===== src/hdl/ffba_pkg.sv =====
// Shared types and constants for the first-fit block allocator.
// Used by ffba_ctrl, ffba_datapath and first_fit_block_allocator; no dependencies.
package ffba_pkg;

    localparam int HEAP_BYTES_DEF = 2048;
    localparam int SLOTS_DEF      = 64;

    localparam int SIZE_W   = 12;
    localparam int ADDR_W   = 11;
    localparam int STATUS_W = 2;
    localparam int S_DATA_W = 24;
    localparam int M_DATA_W = 16;

    localparam logic CMD_ALLOC = 1'b0;
    localparam logic CMD_FREE  = 1'b1;

    localparam logic [STATUS_W-1:0] ST_OK           = 2'd0;
    localparam logic [STATUS_W-1:0] ST_NO_GAP       = 2'd1;
    localparam logic [STATUS_W-1:0] ST_TABLE_FULL   = 2'd2;
    localparam logic [STATUS_W-1:0] ST_NOT_RESERVED = 2'd3;

    typedef struct packed {
        logic load;
        logic check;
        logic walk;
        logic emit;
    } t_dp_cmd;

    typedef struct packed {
        logic is_free;
        logic full;
        logic fit;
        logic walk_end;
        logic out_free;
    } t_dp_stat;

endpackage


===== src/hdl/ffba_ctrl.sv =====
// Controller state machine of the first-fit block allocator.
// Depends on ffba_pkg for the command and status structs.
module ffba_ctrl (
    input  logic               i_clk,
    input  logic               i_rst_n,
    input  logic               s_tvalid,
    output logic               s_tready,
    input  ffba_pkg::t_dp_stat i_stat,
    output ffba_pkg::t_dp_cmd  o_cmd
);

    typedef enum logic [3:0] {
        S_IDLE  = 4'b0001,
        S_CHECK = 4'b0010,
        S_WALK  = 4'b0100,
        S_EMIT  = 4'b1000
    } t_state;

    t_state r_state;
    t_state n_state;

    assign s_tready = (r_state == S_IDLE);

    always_comb begin
        n_state    = r_state;
        o_cmd      = '0;
        unique case (r_state)
            S_IDLE: begin
                if (s_tvalid) begin
                    o_cmd.load = 1'b1;
                    n_state    = S_CHECK;
                end
            end
            S_CHECK: begin
                o_cmd.check = 1'b1;
                if (i_stat.is_free || i_stat.full) begin
                    n_state = S_EMIT;
                end else begin
                    n_state = S_WALK;
                end
            end
            S_WALK: begin
                o_cmd.walk = 1'b1;
                if (i_stat.fit || i_stat.walk_end) begin
                    n_state = S_EMIT;
                end
            end
            S_EMIT: begin
                if (i_stat.out_free) begin
                    o_cmd.emit = 1'b1;
                    n_state    = S_IDLE;
                end
            end
            default: begin
                n_state = S_IDLE;
            end
        endcase
    end

    always_ff @(posedge i_clk) begin
        if (!i_rst_n) begin
            r_state <= S_IDLE;
        end else begin
            r_state <= n_state;
        end
    end

endmodule


===== src/hdl/ffba_datapath.sv =====
// Datapath of the first-fit block allocator: slot table, candidate walk, result register.
// Depends on ffba_pkg; driven by ffba_ctrl through t_dp_cmd.
module ffba_datapath #(
    parameter int HEAP_BYTES = ffba_pkg::HEAP_BYTES_DEF,
    parameter int SLOTS      = ffba_pkg::SLOTS_DEF
) (
    input  logic                           i_clk,
    input  logic                           i_rst_n,
    input  logic [ffba_pkg::S_DATA_W-1:0]  s_tdata,
    input  logic                           s_tuser,
    input  logic                           m_tready,
    output logic                           m_tvalid,
    output logic [ffba_pkg::M_DATA_W-1:0]  m_tdata,
    input  ffba_pkg::t_dp_cmd              i_cmd,
    output ffba_pkg::t_dp_stat             o_stat
);

    localparam int HEAP_W = $clog2(HEAP_BYTES + 1);
    localparam int OFF_W  = (HEAP_W > ffba_pkg::SIZE_W) ? HEAP_W : ffba_pkg::SIZE_W;
    localparam int SLOT_W = $clog2(SLOTS);
    localparam int IDX_W  = $clog2(SLOTS + 2);
    localparam logic [OFF_W:0]   HEAP_LIM = (OFF_W + 1)'(HEAP_BYTES);
    localparam logic [IDX_W-1:0] IDX_END  = IDX_W'(SLOTS + 1);

    logic                             r_cmd;
    logic [ffba_pkg::SIZE_W-1:0]      r_size;
    logic [ffba_pkg::ADDR_W-1:0]      r_addr;
    logic [SLOTS-1:0]                 r_used;
    logic [OFF_W-1:0]                 r_start [SLOTS];
    logic [OFF_W-1:0]                 r_end   [SLOTS];
    logic [SLOT_W-1:0]                r_free_slot;
    logic [IDX_W-1:0]                 r_idx;
    logic [OFF_W-1:0]                 r_cand;
    logic                             r_cand_vld;
    logic [ffba_pkg::STATUS_W-1:0]    r_status;
    logic [ffba_pkg::ADDR_W-1:0]      r_grant;
    logic                             r_out_vld;
    logic [ffba_pkg::STATUS_W-1:0]    r_out_status;
    logic [ffba_pkg::ADDR_W-1:0]      r_out_grant;

    logic [SLOTS-1:0]  w_match;
    logic [SLOTS-1:0]  w_hit;
    logic [SLOT_W-1:0] w_match_slot;
    logic [SLOT_W-1:0] w_free_slot;
    logic              w_match_any;
    logic              w_full;
    logic [OFF_W:0]    w_limit;
    logic              w_fit;
    logic              w_fetch_on;
    logic [SLOT_W-1:0] w_fetch_slot;
    logic [IDX_W-1:0]  w_idx_m1;
    logic              w_fetch_vld;
    logic              w_walk_end;

    assign w_limit = {1'b0, r_cand} + (OFF_W + 1)'(r_size);

    for (genvar k = 0; k < SLOTS; k++) begin : g_cmp
        assign w_match[k] = r_used[k] && (r_start[k] == OFF_W'(r_addr));
        assign w_hit[k]   = r_used[k] && (r_start[k] >= r_cand)
                            && ({1'b0, r_start[k]} < w_limit);
    end

    always_comb begin
        w_match_slot = '0;
        w_free_slot  = '0;
        for (int k = SLOTS - 1; k >= 0; k--) begin
            if (w_match[k]) begin
                w_match_slot = SLOT_W'(k);
            end
            if (!r_used[k]) begin
                w_free_slot = SLOT_W'(k);
            end
        end
    end

    assign w_match_any  = |w_match;
    assign w_full       = &r_used;
    assign w_fit        = r_cand_vld && ({1'b0, r_cand} < HEAP_LIM)
                          && (w_limit <= HEAP_LIM) && !(|w_hit);
    assign w_fetch_on   = (r_idx != IDX_END);
    assign w_idx_m1     = r_idx - 1'b1;
    assign w_fetch_slot = w_idx_m1[SLOT_W-1:0];
    assign w_fetch_vld  = (r_idx == '0) || r_used[w_fetch_slot];
    assign w_walk_end   = !w_fetch_on && !r_cand_vld;

    assign o_stat.is_free  = (r_cmd == ffba_pkg::CMD_FREE);
    assign o_stat.full     = w_full;
    assign o_stat.fit      = w_fit;
    assign o_stat.walk_end = w_walk_end;
    assign o_stat.out_free = !r_out_vld || m_tready;

    always_ff @(posedge i_clk) begin
        if (!i_rst_n) begin
            r_used     <= '0;
            r_idx      <= '0;
            r_cand_vld <= 1'b0;
            r_out_vld  <= 1'b0;
        end else begin
            if (i_cmd.check) begin
                r_idx      <= '0;
                r_cand_vld <= 1'b0;
                if (r_cmd == ffba_pkg::CMD_FREE && w_match_any) begin
                    r_used[w_match_slot] <= 1'b0;
                end
            end
            if (i_cmd.walk) begin
                if (w_fit) begin
                    r_used[r_free_slot] <= 1'b1;
                end
                if (w_fetch_on) begin
                    r_idx      <= r_idx + 1'b1;
                    r_cand_vld <= w_fetch_vld;
                end else begin
                    r_cand_vld <= 1'b0;
                end
            end
            if (i_cmd.emit) begin
                r_out_vld <= 1'b1;
            end else if (m_tready) begin
                r_out_vld <= 1'b0;
            end
        end
    end

    always_ff @(posedge i_clk) begin
        if (i_cmd.load) begin
            r_cmd  <= s_tuser;
            r_size <= s_tdata[ffba_pkg::SIZE_W-1:0];
            r_addr <= s_tdata[ffba_pkg::SIZE_W +: ffba_pkg::ADDR_W];
        end
        if (i_cmd.check) begin
            r_free_slot <= w_free_slot;
            r_grant     <= '0;
            if (r_cmd == ffba_pkg::CMD_FREE) begin
                r_status <= w_match_any ? ffba_pkg::ST_OK : ffba_pkg::ST_NOT_RESERVED;
            end else if (w_full) begin
                r_status <= ffba_pkg::ST_TABLE_FULL;
            end else begin
                r_status <= ffba_pkg::ST_NO_GAP;
            end
        end
        if (i_cmd.walk) begin
            r_cand <= (r_idx == '0) ? '0 : r_end[w_fetch_slot];
            if (w_fit) begin
                r_start[r_free_slot] <= r_cand;
                r_end[r_free_slot]   <= w_limit[OFF_W-1:0];
                r_status             <= ffba_pkg::ST_OK;
                r_grant              <= r_cand[ffba_pkg::ADDR_W-1:0];
            end else if (w_walk_end) begin
                r_status <= ffba_pkg::ST_NO_GAP;
            end
        end
        if (i_cmd.emit) begin
            r_out_status <= r_status;
            r_out_grant  <= r_grant;
        end
    end

    assign m_tvalid = r_out_vld;
    assign m_tdata  = {(ffba_pkg::M_DATA_W - ffba_pkg::ADDR_W - ffba_pkg::STATUS_W)'(0),
                       r_out_grant, r_out_status};

endmodule


===== src/hdl/first_fit_block_allocator.sv =====
// First-fit block allocator over a fixed heap with a table of SLOTS reserved blocks.
// Top level; instantiates ffba_ctrl and ffba_datapath, uses ffba_pkg.
//
// One command at a time: a free returns its result straight after the check, with no walk; an
// allocate walks the heap base and then each slot end, one candidate per cycle, each checked
// against all block starts at once, and stops early when a gap is found. A full table answers
// straight after the check. The result sits in an output register, so the next command is
// taken while it waits.
module first_fit_block_allocator #(
    parameter int HEAP_BYTES = ffba_pkg::HEAP_BYTES_DEF,
    parameter int SLOTS      = ffba_pkg::SLOTS_DEF
) (
    input  logic                          i_clk,
    input  logic                          i_rst_n,
    input  logic                          s_tvalid,
    output logic                          s_tready,
    input  logic [ffba_pkg::S_DATA_W-1:0] s_tdata,   // request_size, block_address, pad
    input  logic                          s_tuser,   // command
    output logic                          m_tvalid,
    input  logic                          m_tready,
    output logic [ffba_pkg::M_DATA_W-1:0] m_tdata    // status, granted_address, pad
);

    ffba_pkg::t_dp_cmd  w_cmd;
    ffba_pkg::t_dp_stat w_stat;

    ffba_ctrl u_ctrl (
        .i_clk    (i_clk),
        .i_rst_n  (i_rst_n),
        .s_tvalid (s_tvalid),
        .s_tready (s_tready),
        .i_stat   (w_stat),
        .o_cmd    (w_cmd)
    );

    ffba_datapath #(
        .HEAP_BYTES (HEAP_BYTES),
        .SLOTS      (SLOTS)
    ) u_datapath (
        .i_clk    (i_clk),
        .i_rst_n  (i_rst_n),
        .s_tdata  (s_tdata),
        .s_tuser  (s_tuser),
        .m_tready (m_tready),
        .m_tvalid (m_tvalid),
        .m_tdata  (m_tdata),
        .i_cmd    (w_cmd),
        .o_stat   (w_stat)
    );

endmodule

===== config.mk =====
export PLATFORM = sky130hd
export DESIGN_NAME = first_fit_block_allocator
export DESIGN_NICKNAME = d
export VERILOG_FILES = /design/src/hdl/ffba_pkg.sv /design/src/hdl/ffba_ctrl.sv /design/src/hdl/ffba_datapath.sv /design/src/hdl/first_fit_block_allocator.sv
export SDC_FILE = /design/constraint.sdc
export NUM_CORES = 2
export LEC_CHECK = 0
export ABC_AREA = 1
export ABC_CLOCK_PERIOD_IN_PS = 12400
export BUFFER_PORTS_ARGS = -buffer_cell sky130_fd_sc_hd__buf_4
export CORE_ASPECT_RATIO = 0.6
export CORE_MARGIN = 10
export CORE_UTILIZATION = 39
export DETAILED_ROUTE_END_ITERATION = 6
export SLEW_MARGIN = 10
export SYNTH_ARGS = -nofsm -noshare
export SYNTH_HDL_FRONTEND = slang
export SYNTH_SLANG_ARGS = --single-unit

===== constraint.sdc =====
create_clock -name i_clk -period 12.4 [get_ports i_clk]
set_clock_uncertainty 0.2 [all_clocks]
set_input_delay 0 -clock i_clk [delete_from_list [all_inputs] [get_ports i_clk]]
set_output_delay 0 -clock i_clk [all_outputs]
set_load 0.02 [all_outputs]

==> results.json <==
{
  "finalCritPeriodShare_pct": 83.5,
  "cts-buffers-inserted": 173,
  "dieHeight_um": 413,
  "critical_path_peak_fanout": 68,
  "synth_edf_count": 1591,
  "crit_path_end_kind": "register",
  "timing.fmax_ghz": 0.0966,
  "wirelength_mm": 406,
  "grt_pass1_wl_mm": 569,
  "arrival_ps": 10680,
  "leakage_nw": 42.2,
  "fin_hold_ws_ps": 212,
  "pwr-share-comb_pct": 37.1,
  "cp-start-kind": "register",
  "register_area_mm2": 0.0496,
  "placed_area_mm2": 0.106,
  "syn_area_mm2": 0.100,
  "p_per_area_mw_per_mm2": 170,
  "grt_max_degree": 149,
  "drv_slew": 0,
  "crit_top_cell": "a21oi_1",
  "violations": "DRC",
  "setup_ws_ps": 2050,
  "via_per_inst": 6.42,
  "rsz0062_at_grt": "false",
  "cts-resized-gates": 0,
  "clk_latency_ps": 870,
  "p_switching_mw": 7.45,
  "rows": 144,
  "yosysTopAreaCellShare_pct": 47.6,
  "clockBufferDepth": 4,
  "ios": 47,
  "ys_top_cells_by_area": "edfxtp_1 48%, ha_1 19%, o21ai_0 4.2%, nand2_1 4.1%, a21oi_1 3.8%",
  "layout-drive-gt1-share_pct": 8.10,
  "cts-root-buf": "clkbuf_16",
  "floorplan.initialDensity_pct": 39.2,
  "first_global_vias": 79079,
  "critical_path_class": "reg -> reg",
  "avgSynthCellArea_um2": 10.7,
  "synthCells": 9420,
  "async_flop_share_pct": 0,
  "maxSlewHeadroom_pct": 4.32,
  "drt_iter0_drc": 14289,
  "ys.flop_type": "edfxtp_1",
  "ys_seq_area_share_pct": 49.4,
  "multi_input_area_mm2": 0.0479,
  "finalSetupTns_ps": 0,
  "io_buffer_count": 42,
  "dieArea_mm2": 0.279,
  "tightest_slew_ps": 1420,
  "finalSetupViolCount": 0,
  "post_drt_wl_per_cell_um": 30.8,
  "cts.sinks": 1681,
  "syn2layout_area_growth_pct": 11.7,
  "status": "finished with violations",
  "design_area_mm2": 0.112,
  "cts_tree": "built",
  "clkTransAtPathRegs_ps": 60,
  "gp_congestion": 0.977,
  "yosysUniqueCellTypes": 58,
  "switching_share_pct": 39.1,
  "pre_cts_slack_ps": 2480,
  "core_area_mm2": 0.256,
  "ys_ff_latch": 1681,
  "ant_nets": 0,
  "cp_slowest_cell": "nor4_1",
  "grt_overflow_total": 0,
  "cp.required_ps": 12730,
  "ir_worst_vdd_mv": 0.177,
  "p_int_mw": 11.6,
  "clock_power_share_pct": 27.7,
  "seq_power_share_pct": 35.3,
  "fin_nets": 11110,
  "yosys.area.top_type": "edfxtp_1",
  "finalCriticalPeriod_ps": 10350,
  "yosysMostFrequentCell": "edfxtp_1",
  "fillers": 23516,
  "synthTopCellsByCount": "1,591 x edfxtp_1, 1,488 x ha_1, 1,097 x nand2_1",
  "ys_warn_count": 0,
  "hold_class": "in -> reg",
  "fp.dieW_um": 675,
  "grt_antenna_before_repair": 34,
  "critical_path.max_stage_delay_ps": 1220,
  "firstDrtPassIters": 7,
  "vias": 84499,
  "maxCapViolCount": 0,
  "htreeDepth": 4,
  "fin_util_pct": 43.7,
  "grtUsageTotal_pct": 28.0,
  "hpwlAfterDp_mm": 253,
  "route.detailed.drc": 2,
  "hold_viol": 0
}
through the flow:
| step | instances | total power, mW |
|---|---|---|
| after global routing | 13150 | 19.7 |
| after global placement | 12793 | 13.3 |
| after CTS | 13150 | 18.8 |
| after floorplan | 9422 | 10.7 |
| after detailed placement | 12793 | 13.5 |
| final | 13159 | 19.0 |
worst max-delay path: cells and delay by family (launching register included):
kind	cells	cell delay (ps)
simple gates	8	4260
compound gates	12	2600
buf+inv	5	1380
flops	1	370
fa+ha+maj	2	440
xor+xnor	1	650
worst paths after layout:
| kind | slack [ps] | start | depth (start not counted) | to |
|---|---|---|---|---|
| min reg2reg | 240 | u_datapath.r_grant[3]$_DFF_P_ | 0 | u_datapath.r_out_grant[3]$_DFFE_PP_ |
| max reg2reg | 2050 | u_datapath.r_cand[1]$_SDFFCE_PN0P_ | 28 | u_datapath.r_start[28][3]$_DFFE_PP_ |
| max | 2050 | u_datapath.r_cand[1]$_SDFFCE_PN0P_ | 28 | u_datapath.r_start[28][3]$_DFFE_PP_ |
| min | 210 | s_tdata[9] | 3 | u_datapath.r_size[9]$_DFFE_PP_ |
cell families after synthesis:
logic type | after synthesis | share of synthesized area, %
AND/OR/NAND/NOR | 2475 | 10.4
adder cells (fa/ha/maj) | 1489 | 18.6
flip-flops | 1681 | 49.4
XOR/XNOR | 126 | 1.10
buffers and inverters | 854 | 3.43
other | 1 | 0.00373
AO/OA/AOI/OAI | 2794 | 17.1
flip-flops by register name, indices dropped and copies added (netlist names):
register / cells
u_datapath.r_cand_vld: 1
u_datapath.r_start: 768
u_datapath.r_addr: 11
u_datapath.r_used: 64
u_datapath.r_grant: 11
u_datapath.r_cmd: 1
u_datapath.r_status: 2
u_datapath.r_end: 768
u_datapath.r_out_status: 2
u_ctrl.r_state: 4
u_datapath.r_idx: 7
u_datapath.m_tvalid: 1
u_datapath.r_cand: 12
u_datapath.r_size: 12
u_datapath.r_out_grant: 11
u_datapath.r_free_slot: 6
power groups by stage:
stage | clock network [mW] | logic [mW] | registers [mW]
2_1_floorplan | 0 | 3.79 | 6.87
3_3_place_gp | 0 | 6.43 | 6.83
3_5_place_dp | 0 | 6.71 | 6.84
4_1_cts | 5.29 | 6.76 | 6.71
5_1_grt | 5.53 | 7.50 | 6.71
6_report | 5.27 | 7.06 | 6.71
area by class of cell:
type,count,share of cell area [%]
well taps,3431,3.83
multi-input cells,6887,42.7
clock inverters,89,0.717
inverters,503,1.75
diodes,9,0.0201
flip-flops and latches,1681,44.2
clock buffers,213,4.08
repair buffers,346,2.70
what timing repair did:
action / 4_1_cts / 5_1_grt
setup buffers: 0 / 0
endpoints found under the hold margin: 83 / 0
hold buffers: 55 / 0
layer usage:
layer	track usage (%)	vias up	wire length (um)	share of wire (%)
met2	37.6	6407	155000	38
met5	0.785	-	646	0.16
met4	11.4	18	19200	4.7
met1	40.2	40932	165000	41
li1	-	35993	-	-
met3	10.2	1149	65800	16
cell usage in the layout (no fill, tap or decap), types with 20 or more instances in the layout:
master,count
a22o_1,36
ha_1,1486
nor2_2,57
nand4_1,155
xnor2_1,33
nand2_1,1096
o221ai_1,150
xor2_1,79
clkbuf_1,35
a21oi_1,768
dfxtp_1,89
edfxtp_1,1591
a31oi_1,20
dlygate4sd3_1,55
clkbuf_16,177
inv_1,464
a21boi_0,38
nor2_1,721
o21ai_0,846
buf_4,268
a221oi_1,59
a21o_1,47
o211ai_1,195
o21bai_1,47
clkinv_2,32
a211o_1,20
clkinv_1,38
a211oi_1,116
nand3_1,246
o221a_2,25
nor4_1,65
nor3_1,37
o22ai_1,218
or2_2,77
a2111oi_0,51
o21a_1,82
buf_12,23
No activity file was read; power rests on OpenSTA's default activity.
